File: src/rtl/core/mrs_pkg.sv
// Shared types, constants and functions of the Modbus RTU slave responder.
// No dependencies; used by every module of the block but the bound checker.
`timescale 1ns / 1ps
package mrs_pkg;

  localparam int RX_DEPTH   = 64;
  localparam int RX_AW      = $clog2(RX_DEPTH);
  localparam int FRAME_MAX  = 17;
  localparam int FRAME_SHORT = 8;
  localparam int MAX_OUT    = 64;
  localparam int MAX_RESP   = 25;
  localparam int SCAN_LIMIT = MAX_OUT - MAX_RESP;

  localparam logic [15:0] CRC_POLY = 16'hA001;
  localparam logic [15:0] CRC_INIT = 16'hFFFF;
  localparam logic [7:0]  FC_READ  = 8'd3;
  localparam logic [7:0]  FC_WRITE = 8'd6;
  localparam logic [7:0]  FC_WRMULTI = 8'h10;
  localparam logic [7:0]  BCAST_ADDR = 8'd0;
  localparam logic [7:0]  SERIAL_BYTES = 8'd8;
  localparam logic [15:0] REG_ADDR   = 16'h0000;
  localparam logic [15:0] REG_BAUD   = 16'h0001;
  localparam logic [15:0] REG_PCOEF  = 16'h0008;
  localparam logic [15:0] REG_TCOEF  = 16'h0009;
  localparam logic [15:0] REG_CCOEF  = 16'h0030;
  localparam logic [15:0] REG_SERIAL = 16'h0040;
  localparam logic [15:0] COEF_MIN   = 16'd7000;
  localparam logic [15:0] COEF_MAX   = 16'd13000;
  localparam logic [2:0]  BAUD_DEFAULT = 3'd3;
  localparam logic [2:0]  BAUD_MIN = 3'd1;
  localparam logic [2:0]  BAUD_MAX = 3'd4;
  localparam logic [31:0] DIV100_MAGIC = 32'd1374389535;

  typedef enum logic {ITEM_BYTE = 1'b0, ITEM_MEAS = 1'b1} item_kind_e;

  typedef enum logic [1:0] {
    MEAS_PRESS = 2'd0, MEAS_TEMP = 2'd1, MEAS_BATT = 2'd2, MEAS_LOOP = 2'd3
  } meas_e;

  typedef enum logic [3:0] {
    CFG_SLAVE_ADDR = 4'd0, CFG_BAUD = 4'd1, CFG_DECIMAL = 4'd2, CFG_UNIT = 4'd3,
    CFG_FULL_SCALE = 4'd4, CFG_PCOEF = 4'd5, CFG_TCOEF = 4'd6, CFG_CCOEF = 4'd7
  } cfg_idx_e;

  typedef enum logic [3:0] {
    ST_POP, ST_CHECK, ST_LD_ADDR, ST_LD_DATA, ST_DECIDE, ST_EMIT, ST_CRC_LO, ST_CRC_HI
  } state_e;

  typedef enum logic [1:0] {DEC_WAIT, DEC_DROP, DEC_ACCEPT} dec_e;

  typedef enum logic [1:0] {RSP_SERIAL, RSP_REGS, RSP_ECHO} rsp_e;

  typedef struct packed {
    item_kind_e  kind;
    logic [7:0]  rx_byte;
    meas_e       midx;
    logic [31:0] mval;
  } item_t;

  function automatic logic [15:0] crc_byte(input logic [15:0] c_in, input logic [7:0] b);
    logic [15:0] c;
    c = c_in ^ {8'h00, b};
    for (int i = 0; i < 8; i++) begin
      c = c[0] ? ((c >> 1) ^ CRC_POLY) : (c >> 1);
    end
    return c;
  endfunction

  function automatic logic [RX_AW-1:0] rx_wrap(input logic [RX_AW:0] a,
                                               input logic [RX_AW:0] b);
    logic [RX_AW+1:0] s;
    s = {1'b0, a} + {1'b0, b};
    if (s >= (RX_AW+2)'(RX_DEPTH)) begin
      s = s - (RX_AW+2)'(RX_DEPTH);
    end
    return s[RX_AW-1:0];
  endfunction

endpackage

File: src/rtl/core/modbus_rtu_slave_responder_core.sv
// Flow: a received byte passes the front-end queue, is written to the buffer in ST_POP and
// is then scanned; each frame attempt loads up to 17 buffered bytes, each by ST_LD_ADDR and
// ST_LD_DATA (one memory read port), then decides. Response bytes go out one per cycle while
// the output is taken; dropped bytes each cost an attempt; no item is popped during a scan.
// Reset: asynchronous, buffer empty, state from register reset values; no clearing pass.
// Top level of the Modbus RTU slave responder; uses mrs_pkg, mrs_front, mrs_back.
`timescale 1ns / 1ps
module modbus_rtu_slave_responder_core (
  input  logic        clk_i,
  input  logic        rst_ni,
  input  logic        s_axis_tvalid,
  output logic        s_axis_tready,
  input  logic [47:0] s_axis_tdata,   // rx_byte[7:0], measure_index[9:8], measure_value[41:10]
  input  logic        s_axis_tuser,   // kind[0]
  output logic        m_axis_tvalid,
  input  logic        m_axis_tready,
  output logic [15:0] m_axis_tdata,   // tx_byte[7:0], new_baud_code[10:8]
  output logic        m_axis_tlast,
  output logic        m_axis_tuser,   // baud_changed[0]
  input  logic        cfg_valid_i,
  output logic        cfg_ready_o,
  input  logic [3:0]  cfg_index_i,
  input  logic [31:0] cfg_data_i
);

  mrs_pkg::item_t item;
  logic           item_valid, item_pop;

  mrs_front u_front (
    .clk_i, .rst_ni,
    .s_axis_tvalid, .s_axis_tready, .s_axis_tdata, .s_axis_tuser,
    .item_valid_o(item_valid), .item_o(item), .item_pop_i(item_pop)
  );

  mrs_back u_back (
    .clk_i, .rst_ni,
    .item_valid_i(item_valid), .item_i(item), .item_pop_o(item_pop),
    .cfg_valid_i, .cfg_ready_o, .cfg_index_i, .cfg_data_i,
    .m_axis_tvalid, .m_axis_tready, .m_axis_tdata, .m_axis_tlast, .m_axis_tuser
  );

endmodule

File: src/rtl/core/mrs_div100.sv
// Signed divide-by-100 unit, truncating toward zero, low 16 bits out.
// Three register stages, reciprocal multiply; uses mrs_pkg.
`timescale 1ns / 1ps
module mrs_div100 (
  input  logic        clk_i,
  input  logic        rst_ni,
  input  logic [31:0] value_i,
  output logic [15:0] quot_o
);

  logic        neg_q, neg2_q;
  logic [31:0] abs_q;
  logic [63:0] prod_q;
  logic [15:0] quot_q;
  logic [15:0] q_lo;

  assign q_lo   = prod_q[52:37];
  assign quot_o = quot_q;

  always_ff @(posedge clk_i or negedge rst_ni) begin
    if (!rst_ni) begin
      neg_q  <= 1'b0;
      neg2_q <= 1'b0;
      abs_q  <= '0;
      prod_q <= '0;
      quot_q <= '0;
    end else begin
      neg_q  <= value_i[31];
      abs_q  <= value_i[31] ? (~value_i + 32'd1) : value_i;
      neg2_q <= neg_q;
      prod_q <= {32'd0, abs_q} * {32'd0, mrs_pkg::DIV100_MAGIC};
      quot_q <= neg2_q ? (~q_lo + 16'd1) : q_lo;
    end
  end

endmodule

File: src/rtl/core/mrs_front.sv
// Front end: accepts stream items, classifies them and queues them.
// Two-entry queue toward the back end; uses mrs_pkg.
`timescale 1ns / 1ps
module mrs_front (
  input  logic           clk_i,
  input  logic           rst_ni,
  input  logic           s_axis_tvalid,
  output logic           s_axis_tready,
  input  logic [47:0]    s_axis_tdata,
  input  logic           s_axis_tuser,
  output logic           item_valid_o,
  output mrs_pkg::item_t item_o,
  input  logic           item_pop_i
);

  mrs_pkg::item_t q_mem [2];
  mrs_pkg::item_t in_item;
  logic           wr_ptr_q, rd_ptr_q;
  logic [1:0]     cnt_q;
  logic           push, pop;

  always_comb begin
    in_item.kind    = s_axis_tuser ? mrs_pkg::ITEM_MEAS : mrs_pkg::ITEM_BYTE;
    in_item.rx_byte = s_axis_tdata[7:0];
    in_item.midx    = mrs_pkg::meas_e'(s_axis_tdata[9:8]);
    in_item.mval    = s_axis_tdata[41:10];
  end

  assign s_axis_tready = (cnt_q != 2'd2);
  assign push          = s_axis_tvalid && s_axis_tready;
  assign item_valid_o  = (cnt_q != 2'd0);
  assign pop           = item_pop_i && item_valid_o;
  assign item_o        = q_mem[rd_ptr_q];

  always_ff @(posedge clk_i) begin
    if (push) begin
      q_mem[wr_ptr_q] <= in_item;
    end
  end

  always_ff @(posedge clk_i or negedge rst_ni) begin
    if (!rst_ni) begin
      wr_ptr_q <= 1'b0;
      rd_ptr_q <= 1'b0;
      cnt_q    <= 2'd0;
    end else begin
      if (push) begin
        wr_ptr_q <= ~wr_ptr_q;
      end
      if (pop) begin
        rd_ptr_q <= ~rd_ptr_q;
      end
      case ({push, pop})
        2'b10:   cnt_q <= cnt_q + 2'd1;
        2'b01:   cnt_q <= cnt_q - 2'd1;
        default: cnt_q <= cnt_q;
      endcase
    end
  end

endmodule

File: src/rtl/core/mrs_back.sv
// Back end: receive buffer, frame scan with CRC check, response streaming.
// Uses mrs_pkg and mrs_div100.
`timescale 1ns / 1ps
module mrs_back (
  input  logic           clk_i,
  input  logic           rst_ni,
  input  logic           item_valid_i,
  input  mrs_pkg::item_t item_i,
  output logic           item_pop_o,
  input  logic           cfg_valid_i,
  output logic           cfg_ready_o,
  input  logic [3:0]     cfg_index_i,
  input  logic [31:0]    cfg_data_i,
  output logic           m_axis_tvalid,
  input  logic           m_axis_tready,
  output logic [15:0]    m_axis_tdata,
  output logic           m_axis_tlast,
  output logic           m_axis_tuser
);

  localparam int AW = mrs_pkg::RX_AW;

  mrs_pkg::state_e st_q, st_d;
  logic [7:0]    rx_mem [mrs_pkg::RX_DEPTH];
  logic [7:0]    rd_q;
  logic [AW-1:0] head_q;
  logic [AW:0]   cnt_q;
  logic [4:0]    ld_idx_q;
  logic [7:0]    fb_q [mrs_pkg::FRAME_MAX];
  logic [15:0]   crc_q, crc6_q, crc15_q, ocrc_q;
  logic [6:0]    n_q;
  logic [4:0]    k_q, blen_q, flen_q;
  mrs_pkg::rsp_e rsp_q;
  logic          bflag_q;

  logic          out_valid_q, out_last_q, out_bflag_q;
  logic [7:0]    out_byte_q;
  logic [2:0]    out_baud_q;

  logic [7:0]    sa_q, dec_pt_q, unit_q;
  logic [2:0]    baud_q;
  logic [31:0]   fs_q, press_q;
  logic [15:0]   pcoef_q, tcoef_q, ccoef_q, temp_q, loop_q;
  logic [7:0]    batt_q;
  logic [63:0]   serial_q;
  logic [15:0]   p100, fs100;

  logic [4:0]    ld_total;
  logic          ld_last;
  logic [15:0]   crc_nx;
  logic [15:0]   reg_w, num_w, reg_sel, word;
  logic [16:0]   span;
  mrs_pkg::dec_e dec;
  mrs_pkg::rsp_e dec_rsp;
  logic [4:0]    dec_blen, dec_flen;
  logic          emit_fire, out_free;
  logic [7:0]    body_byte, emit_byte;
  logic [4:0]    k_m3;
  logic [63:0]   ser_sh;
  logic [AW-1:0] wr_addr, rd_addr;
  logic [2:0]    cfg_baud;

  mrs_div100 u_div_press (.clk_i, .rst_ni, .value_i(press_q), .quot_o(p100));
  mrs_div100 u_div_fs    (.clk_i, .rst_ni, .value_i(fs_q),    .quot_o(fs100));

  assign cfg_ready_o = 1'b1;
  assign cfg_baud = (cfg_data_i[2:0] >= mrs_pkg::BAUD_MIN && cfg_data_i[2:0] <= mrs_pkg::BAUD_MAX)
                    ? cfg_data_i[2:0] : mrs_pkg::BAUD_DEFAULT;

  assign ld_total = (cnt_q >= (AW+1)'(mrs_pkg::FRAME_MAX)) ? 5'(mrs_pkg::FRAME_MAX)
                                                           : 5'(cnt_q);
  assign ld_last  = (ld_idx_q + 5'd1 == ld_total);
  assign crc_nx   = mrs_pkg::crc_byte(crc_q, rd_q);
  assign wr_addr  = mrs_pkg::rx_wrap({1'b0, head_q}, cnt_q);
  assign rd_addr  = mrs_pkg::rx_wrap({1'b0, head_q}, (AW+1)'(ld_idx_q));
  assign reg_w    = {fb_q[2], fb_q[3]};
  assign num_w    = {fb_q[4], fb_q[5]};
  assign span     = {1'b0, reg_w} + {1'b0, num_w};
  assign out_free = !out_valid_q || m_axis_tready;

  // next state
  always_comb begin
    st_d = st_q;
    case (st_q)
      mrs_pkg::ST_POP:     if (item_valid_i) st_d = mrs_pkg::ST_CHECK;
      mrs_pkg::ST_CHECK: begin
        if (n_q > 7'(mrs_pkg::SCAN_LIMIT) || cnt_q < (AW+1)'(2)) st_d = mrs_pkg::ST_POP;
        else st_d = mrs_pkg::ST_LD_ADDR;
      end
      mrs_pkg::ST_LD_ADDR: st_d = mrs_pkg::ST_LD_DATA;
      mrs_pkg::ST_LD_DATA: st_d = ld_last ? mrs_pkg::ST_DECIDE : mrs_pkg::ST_LD_ADDR;
      mrs_pkg::ST_DECIDE: begin
        case (dec)
          mrs_pkg::DEC_WAIT:   st_d = mrs_pkg::ST_POP;
          mrs_pkg::DEC_DROP:   st_d = mrs_pkg::ST_CHECK;
          mrs_pkg::DEC_ACCEPT: st_d = mrs_pkg::ST_EMIT;
          default:             st_d = mrs_pkg::ST_POP;
        endcase
      end
      mrs_pkg::ST_EMIT:   if (out_free && k_q + 5'd1 == blen_q) st_d = mrs_pkg::ST_CRC_LO;
      mrs_pkg::ST_CRC_LO: if (out_free) st_d = mrs_pkg::ST_CRC_HI;
      mrs_pkg::ST_CRC_HI: if (out_free) st_d = mrs_pkg::ST_CHECK;
      default:            st_d = mrs_pkg::ST_POP;
    endcase
  end

  // decode, response bytes, handshakes
  always_comb begin
    dec      = mrs_pkg::DEC_DROP;
    dec_rsp  = mrs_pkg::RSP_ECHO;
    dec_blen = 5'd6;
    dec_flen = 5'(mrs_pkg::FRAME_SHORT);
    if (!(fb_q[0] == sa_q || fb_q[0] == mrs_pkg::BCAST_ADDR) ||
        !(fb_q[1] == mrs_pkg::FC_READ || fb_q[1] == mrs_pkg::FC_WRITE ||
          fb_q[1] == mrs_pkg::FC_WRMULTI)) begin
      dec = mrs_pkg::DEC_DROP;
    end else if (cnt_q < (AW+1)'(mrs_pkg::FRAME_SHORT)) begin
      dec = mrs_pkg::DEC_WAIT;
    end else if (fb_q[1] == mrs_pkg::FC_WRMULTI) begin
      dec_flen = 5'(mrs_pkg::FRAME_MAX);
      if (fb_q[6] != mrs_pkg::SERIAL_BYTES) dec = mrs_pkg::DEC_DROP;
      else if (cnt_q < (AW+1)'(mrs_pkg::FRAME_MAX)) dec = mrs_pkg::DEC_WAIT;
      else if ({fb_q[16], fb_q[15]} != crc15_q) dec = mrs_pkg::DEC_DROP;
      else dec = mrs_pkg::DEC_ACCEPT;
    end else if ({fb_q[7], fb_q[6]} != crc6_q) begin
      dec = mrs_pkg::DEC_DROP;
    end else if (fb_q[1] == mrs_pkg::FC_READ) begin
      if (reg_w == mrs_pkg::REG_SERIAL) begin
        dec      = mrs_pkg::DEC_ACCEPT;
        dec_rsp  = mrs_pkg::RSP_SERIAL;
        dec_blen = 5'd11;
      end else if ((reg_w < 16'd10 && span < 17'd11) ||
                   (reg_w >= 16'h30 && reg_w < 16'h32 && span < 17'h33)) begin
        dec      = mrs_pkg::DEC_ACCEPT;
        dec_rsp  = mrs_pkg::RSP_REGS;
        dec_blen = 5'd3 + {num_w[3:0], 1'b0};
      end
    end else if (reg_w == mrs_pkg::REG_ADDR || reg_w == mrs_pkg::REG_BAUD ||
                 reg_w == mrs_pkg::REG_PCOEF || reg_w == mrs_pkg::REG_TCOEF ||
                 reg_w == mrs_pkg::REG_CCOEF) begin
      dec = mrs_pkg::DEC_ACCEPT;
    end

    k_m3    = k_q - 5'd3;
    ser_sh  = serial_q << {k_m3[2:0], 3'b000};
    reg_sel = reg_w + {12'd0, k_m3[4:1]};
    case (reg_sel)
      16'd0:   word = {8'd0, sa_q};
      16'd1:   word = {13'd0, baud_q};
      16'd2:   word = {8'd0, dec_pt_q - 8'd2};
      16'd3:   word = {8'd0, unit_q};
      16'd4:   word = p100;
      16'd5:   word = fs100;
      16'd6:   word = temp_q;
      16'd7:   word = {8'd0, batt_q};
      16'd8:   word = pcoef_q;
      16'd9:   word = tcoef_q;
      16'h30:  word = ccoef_q;
      default: word = loop_q;
    endcase

    if (k_q == 5'd0) begin
      body_byte = sa_q;
    end else if (k_q == 5'd1) begin
      body_byte = (rsp_q == mrs_pkg::RSP_ECHO) ? fb_q[1] : mrs_pkg::FC_READ;
    end else begin
      case (rsp_q)
        mrs_pkg::RSP_SERIAL:
          body_byte = (k_q == 5'd2) ? mrs_pkg::SERIAL_BYTES : ser_sh[63:56];
        mrs_pkg::RSP_REGS:
          body_byte = (k_q == 5'd2) ? {num_w[6:0], 1'b0}
                                    : (k_m3[0] ? word[7:0] : word[15:8]);
        default:
          body_byte = fb_q[k_q];
      endcase
    end

    case (st_q)
      mrs_pkg::ST_CRC_LO: emit_byte = ocrc_q[7:0];
      mrs_pkg::ST_CRC_HI: emit_byte = ocrc_q[15:8];
      default:            emit_byte = body_byte;
    endcase

    emit_fire  = out_free && (st_q == mrs_pkg::ST_EMIT || st_q == mrs_pkg::ST_CRC_LO ||
                              st_q == mrs_pkg::ST_CRC_HI);
    item_pop_o = (st_q == mrs_pkg::ST_POP);
  end

  assign m_axis_tvalid = out_valid_q;
  assign m_axis_tdata  = {5'd0, out_baud_q, out_byte_q};
  assign m_axis_tlast  = out_last_q;
  assign m_axis_tuser  = out_bflag_q;

  always_ff @(posedge clk_i) begin
    if (st_q == mrs_pkg::ST_POP && item_valid_i && item_i.kind == mrs_pkg::ITEM_BYTE &&
        cnt_q < (AW+1)'(mrs_pkg::RX_DEPTH)) begin
      rx_mem[wr_addr] <= item_i.rx_byte;
    end
    rd_q <= rx_mem[rd_addr];
  end

  always_ff @(posedge clk_i) begin
    if (st_q == mrs_pkg::ST_LD_DATA) begin
      fb_q[ld_idx_q] <= rd_q;
    end
  end

  always_ff @(posedge clk_i or negedge rst_ni) begin
    if (!rst_ni) begin
      st_q        <= mrs_pkg::ST_POP;
      head_q      <= '0;
      cnt_q       <= '0;
      ld_idx_q    <= '0;
      crc_q       <= mrs_pkg::CRC_INIT;
      crc6_q      <= '0;
      crc15_q     <= '0;
      ocrc_q      <= mrs_pkg::CRC_INIT;
      n_q         <= '0;
      k_q         <= '0;
      blen_q      <= '0;
      flen_q      <= '0;
      rsp_q       <= mrs_pkg::RSP_ECHO;
      bflag_q     <= 1'b0;
      out_valid_q <= 1'b0;
      out_last_q  <= 1'b0;
      out_bflag_q <= 1'b0;
      out_byte_q  <= '0;
      out_baud_q  <= '0;
      sa_q        <= 8'd1;
      baud_q      <= mrs_pkg::BAUD_DEFAULT;
      dec_pt_q    <= 8'd2;
      unit_q      <= '0;
      fs_q        <= '0;
      pcoef_q     <= 16'd10000;
      tcoef_q     <= 16'd10000;
      ccoef_q     <= 16'd10000;
      serial_q    <= '0;
      press_q     <= '0;
      temp_q      <= '0;
      batt_q      <= '0;
      loop_q      <= '0;
    end else begin
      st_q <= st_d;

      if (cfg_valid_i) begin
        case (mrs_pkg::cfg_idx_e'(cfg_index_i))
          mrs_pkg::CFG_SLAVE_ADDR: sa_q     <= cfg_data_i[7:0];
          mrs_pkg::CFG_BAUD:       baud_q   <= cfg_baud;
          mrs_pkg::CFG_DECIMAL:    dec_pt_q <= cfg_data_i[7:0];
          mrs_pkg::CFG_UNIT:       unit_q   <= cfg_data_i[7:0];
          mrs_pkg::CFG_FULL_SCALE: fs_q     <= cfg_data_i;
          mrs_pkg::CFG_PCOEF:      pcoef_q  <= cfg_data_i[15:0];
          mrs_pkg::CFG_TCOEF:      tcoef_q  <= cfg_data_i[15:0];
          mrs_pkg::CFG_CCOEF:      ccoef_q  <= cfg_data_i[15:0];
          default: ;
        endcase
      end

      if (emit_fire) begin
        out_valid_q <= 1'b1;
        out_byte_q  <= emit_byte;
        out_last_q  <= (st_q == mrs_pkg::ST_CRC_HI);
        out_bflag_q <= bflag_q;
        out_baud_q  <= baud_q;
        n_q         <= n_q + 7'd1;
      end else if (m_axis_tready) begin
        out_valid_q <= 1'b0;
      end

      case (st_q)
        mrs_pkg::ST_POP: begin
          if (item_valid_i) begin
            n_q <= '0;
            if (item_i.kind == mrs_pkg::ITEM_BYTE) begin
              if (cnt_q < (AW+1)'(mrs_pkg::RX_DEPTH)) cnt_q <= cnt_q + (AW+1)'(1);
            end else begin
              case (item_i.midx)
                mrs_pkg::MEAS_PRESS: press_q <= item_i.mval;
                mrs_pkg::MEAS_TEMP:  temp_q  <= item_i.mval[15:0];
                mrs_pkg::MEAS_BATT:  batt_q  <= item_i.mval[7:0];
                default:             loop_q  <= item_i.mval[15:0];
              endcase
            end
          end
        end
        mrs_pkg::ST_CHECK: begin
          ld_idx_q <= '0;
          crc_q    <= mrs_pkg::CRC_INIT;
        end
        mrs_pkg::ST_LD_DATA: begin
          crc_q    <= crc_nx;
          ld_idx_q <= ld_idx_q + 5'd1;
          if (ld_idx_q == 5'd5)  crc6_q  <= crc_nx;
          if (ld_idx_q == 5'd14) crc15_q <= crc_nx;
        end
        mrs_pkg::ST_DECIDE: begin
          k_q     <= '0;
          ocrc_q  <= mrs_pkg::CRC_INIT;
          rsp_q   <= dec_rsp;
          blen_q  <= dec_blen;
          flen_q  <= dec_flen;
          bflag_q <= 1'b0;
          if (dec == mrs_pkg::DEC_DROP) begin
            head_q <= mrs_pkg::rx_wrap({1'b0, head_q}, (AW+1)'(1));
            cnt_q  <= cnt_q - (AW+1)'(1);
          end
          if (dec == mrs_pkg::DEC_ACCEPT) begin
            if (fb_q[1] == mrs_pkg::FC_WRMULTI) begin
              serial_q <= {fb_q[7], fb_q[8], fb_q[9], fb_q[10],
                           fb_q[11], fb_q[12], fb_q[13], fb_q[14]};
            end else if (fb_q[1] == mrs_pkg::FC_WRITE) begin
              if (reg_w == mrs_pkg::REG_ADDR) begin
                sa_q <= fb_q[5];
              end else if (reg_w == mrs_pkg::REG_BAUD) begin
                if (fb_q[5] >= 8'(mrs_pkg::BAUD_MIN) && fb_q[5] <= 8'(mrs_pkg::BAUD_MAX)) begin
                  baud_q  <= fb_q[5][2:0];
                  bflag_q <= 1'b1;
                end
              end else if (num_w >= mrs_pkg::COEF_MIN && num_w <= mrs_pkg::COEF_MAX) begin
                if (reg_w == mrs_pkg::REG_PCOEF) pcoef_q <= num_w;
                else if (reg_w == mrs_pkg::REG_TCOEF) tcoef_q <= num_w;
                else ccoef_q <= num_w;
              end
            end
          end
        end
        mrs_pkg::ST_EMIT: begin
          if (out_free) begin
            k_q    <= k_q + 5'd1;
            ocrc_q <= mrs_pkg::crc_byte(ocrc_q, body_byte);
          end
        end
        mrs_pkg::ST_CRC_HI: begin
          if (out_free) begin
            head_q <= mrs_pkg::rx_wrap({1'b0, head_q}, (AW+1)'(flen_q));
            cnt_q  <= cnt_q - (AW+1)'(flen_q);
          end
        end
        default: ;
      endcase
    end
  end

endmodule

File: config.mk
export PLATFORM = sky130hd
export DESIGN_NAME = modbus_rtu_slave_responder_core
export DESIGN_NICKNAME = d
export VERILOG_FILES = /design/src/rtl/core/mrs_pkg.sv /design/src/rtl/core/modbus_rtu_slave_responder_core.sv /design/src/rtl/core/mrs_div100.sv /design/src/rtl/core/mrs_front.sv /design/src/rtl/core/mrs_back.sv
export SDC_FILE = /design/constraint.sdc
export NUM_CORES = 2
export LEC_CHECK = 0
export BUFFER_PORTS_ARGS = -buffer_cell sky130_fd_sc_hd__buf_2
export CELL_PAD_IN_SITES_DETAIL_PLACEMENT = 1
export CELL_PAD_IN_SITES_GLOBAL_PLACEMENT = 1
export CORE_MARGIN = 5
export CORE_UTILIZATION = 54
export DETAILED_ROUTE_END_ITERATION = 10
export PLACE_DENSITY_LB_ADDON = 0.1
export SYNTH_ARGS = -nofsm -noshare
export SYNTH_HDL_FRONTEND = slang
export SYNTH_SLANG_ARGS = --single-unit
File: constraint.sdc
create_clock -name clk_i -period 8.95 [get_ports clk_i]
set_input_delay 0.895 -clock clk_i [delete_from_list [all_inputs] [get_ports clk_i]]
set_output_delay 0.895 -clock clk_i [all_outputs]
set_load 0.005 [all_outputs]
==> reports/qor.csv <==
stage,metric,value,unit
status,status,"finished, final reports clean",
timing,clk_skew,0.0235,ns
worst_setup_path,reg2reg setup slack,0.38,ns
cts,Clock Latency Late Sink,0.78,ns
worst_setup_path,CP Launch Type,flop,
final_layout,fill cell count,15700,
logic_synthesis,Post-synth EDFFs,854,
logic_synthesis,synthesized area per cell,13.2,sq um
worst_setup_path,worst reg2reg path endpoint,u_back.u_div_fs.prod_q[52],
timing,setup TNS,0,ns
timing,crit share post-route,0.958,
global_routing,vias in the first global route,59100,
final_layout,NumNets Final,8316,
timing,worst setup margin,0.377,ns
floorplan,Initial Utilization,0.544,
logic_synthesis,post-synthesis sequential element count,1362,
floorplan,I/O pin count,111,
cts,"Setup Fix Bufs, Post-CTS",0,
timing,Slew Limit Fails,0,
routing,routed via count,53200,
worst_setup_path,Crit Path Class,flop to flop,
timing,minimum clock period,8.57,ns
global_routing,gr ovfl total,0,
worst_setup_path,Reg2Reg Depth,22,
worst_setup_path,Reg-to-Reg Start,u_back.u_div_fs.abs_q[18],
routing,Iteration-0 DRC Markers,4203,
cts,Max Root-Sink Buffers,3,
routing,Routed Antenna Nets,0,
placed_design,DP Worst Slack,0.648,ns
logic_synthesis,synthesized area,87500,sq um
cts,total CTS buffers,139,
logic_synthesis,Yosys top cell area share,0.293,
run,max cap viols,0,
logic_synthesis,cell taking the most area after synthesis,edfxtp_1,
cts,Root Driver,clkbuf_16,
logic_synthesis,Ys Warns,0,
worst_setup_path,crit-path cells,ha_1 -> fa_1 -> fa_1 -> inv_1 -> fa_1 -> inv_1 -> fa_1 -> fa_1 -> fa_1 -> fa_1 -> ha_1 -> a211oi_1 -> nand2_1 -> a2111oi_0 -> o211ai_1 -> a22oi_1 -> a31oi_1 -> a41oi_1 -> a21oi_1 -> a41o_1 -> o41ai_1 -> xnor2_1,
logic_synthesis,synth unique cells,90,
final_layout,area occupied by multi-input gates,44200,sq um
worst_setup_path,CP arrival,9.21,ns
routing,Routed WL,243000,um
cts,post-CTS sizing,0,
worst_setup_path,crit end category,flop,
cts,TritonCTS clock tree,yes,
global_routing,first-pass GRT wire length,372000,um
worst_setup_path,Worst path most repeated cell,fa_1,
worst_setup_path,"Slowest-stage cell, CP",dfrtp_1,
cts,"Reg clk slew, reported paths",0.06,ns
logic_synthesis,Synth Instances,6621,
worst_setup_path,crit-path leading delay family,adder cells,
worst_setup_path,CP Launch Point,u_back.u_div_fs.abs_q[18],
timing,Rel. slew slack,0.0886,
logic_synthesis,ranking of synthesized cells by area,"edfxtp_1 (29%), fa_1 (17%), dfrtp_1 (13%)",
floorplan,DIE AREA,170000,sq um
timing,# setup viols final,0,
placed_design,Final GP Congestion,0.952,
final_layout,area delta synth->final,8.77,%
routing,Via density,5.90,
timing,final hold violations,0,
routing,DR WL/cell,26.9,um
global_routing,initial antenna violation count,7,
global_routing,largest net degree at the start of global routing,144,
timing,worst slew pin tran,1.37,ns
logic_synthesis,register area share after synthesis,0.438,
logic_synthesis,ys flop type,edfxtp_1,
cts,# hold bufs at CTS,0,
hold_path,worst hold path class,primary input to async pin,
routing,drt pass-1 iters,7,
worst_setup_path,CP bufs+invs,2,
final_layout,Final Util,0.592,
routing,Residual DRC,0,
placed_design,I/O Buffers,98,
cts,H-tree Lvls,4,
timing,fmax,117,MHz
floorplan,Cell Rows,147,
floorplan,Die Y,413,um
worst_setup_path,WP data required,9.58,ns
placed_design,post-detail-place hpwl,183000,um
cts,Sink Count,1362,
floorplan,core region area,161000,sq um
timing,RSZ-0062 raised after global routing,false,
global_routing,overall routing resource usage,0.293,
logic_synthesis,ys async rst share,0.367,
worst_setup_path,CP max FO,10,
final_layout,layout cells sized above 1,0.127,
floorplan,die span in x,413,um
worst_setup_path,critical path's largest stage delay,0.76,ns
final_layout,register area,38400,sq um
## worst max-delay path by stage
stage          cells after the start                         end
4_1_cts                           22  u_back.u_div_fs.prod_q[52]
5_1_grt                           22  u_back.u_div_fs.prod_q[52]
2_1_floorplan                     22  u_back.u_div_fs.prod_q[52]
3_3_place_gp                      22  u_back.u_div_fs.prod_q[52]
6_report                          22  u_back.u_div_fs.prod_q[52]
3_5_place_dp                      22  u_back.u_div_fs.prod_q[52]
## synth_stat cells, types with 92 or more instances
cell type / instances
a21oi_1: 180
clkbuf_1: 147
dfrtp_1: 448
edfxtp_1: 854
fa_1: 757
ha_1: 723
inv_1: 1129
mux2_2: 134
mux2i_1: 134
mux4_2: 258
nand2_1: 298
nor2_1: 316
o21ai_0: 214
xnor2_1: 177
xor2_1: 92
## flip-flops by register name (all words and copies together), names as in the netlist, 16 cells and up
signal,count
u_back.ccoef_q,16
u_back.crc15_q,16
u_back.crc6_q,16
u_back.crc_q,16
u_back.fb_q,256
u_back.fs_q,32
u_back.loop_q,16
u_back.ocrc_q,16
u_back.pcoef_q,16
u_back.press_q,32
u_back.rx_mem,512
u_back.serial_q,64
u_back.tcoef_q,16
u_back.temp_q,16
u_back.u_div_fs.abs_q,32
u_back.u_div_fs.prod_q,16
u_back.u_div_fs.quot_o,16
u_back.u_div_press.abs_q,32
u_back.u_div_press.prod_q,16
u_back.u_div_press.quot_o,16
u_front.q_mem,86
## layout make-up
cell class / instances / share of cell area
multi-input cells: 3935 / 0.465
flip-flops and latches: 1362 / 0.403
repair buffers: 179 / 0.0119
clock buffers: 175 / 0.0392
diodes: 1 / 0.0000263
well taps: 2160 / 0.0284
clock inverters: 78 / 0.00807
inverters: 1129 / 0.0445
## cell usage in the layout, fill, tap and decap left out, types with 79 or more instances in the layout
master | Yosys | layout
nand2_1 | 298 | 298
dfrtp_1 | 448 | 445
ha_1 | 723 | 721
nor2_1 | 316 | 312
mux2_2 | 134 | 134
edfxtp_1 | 854 | 854
clkbuf_16 | 0 | 141
a21oi_1 | 180 | 180
xnor2_1 | 177 | 173
fa_1 | 757 | 755
buf_4 | 9 | 79
xor2_1 | 92 | 91
o21ai_0 | 214 | 214
mux2i_1 | 134 | 134
mux4_2 | 258 | 258
buf_2 | 16 | 97
inv_1 | 1129 | 1129
## per-layer routing
layer	GRT usage	part of all wire	vias to the layer above
li1	-	-	23100
met1	0.400	0.42	28200
met2	0.491	0.49	1521
met3	0.0421	0.052	418
met4	0.0949	0.036	4
met5	0	0.00011	-
## metrics by stage
| step | cell area, sq um | hold slack, ns | cells |
|---|---|---|---|
| after floorplan | 87600 | 0.331 | 6625 |
| after global placement | 90700 | 0.332 | 8765 |
| after detailed placement | 90700 | 0.341 | 8765 |
| after CTS | 95200 | 0.220 | 9018 |
| after global routing | 95200 | 0.246 | 9018 |
| final | 95200 | 0.179 | 9019 |
## logic make-up after synthesis
family / count (synthesis) / synth area share
AOI/OAI and AO/OA: 689 / 0.0497
xor gates and xnor gates: 272 / 0.0277
muxes: 527 / 0.0991
buffers and inverters: 1328 / 0.0577
adders and majority gates: 1480 / 0.276
and+or+nand+nor: 961 / 0.0508
other: 2 / 0.0000858
DFF: 1362 / 0.438
Power is left out: the tool's default activity adds up to more than one toggle a clock period on the data nets, which glitch-free logic cannot reach.
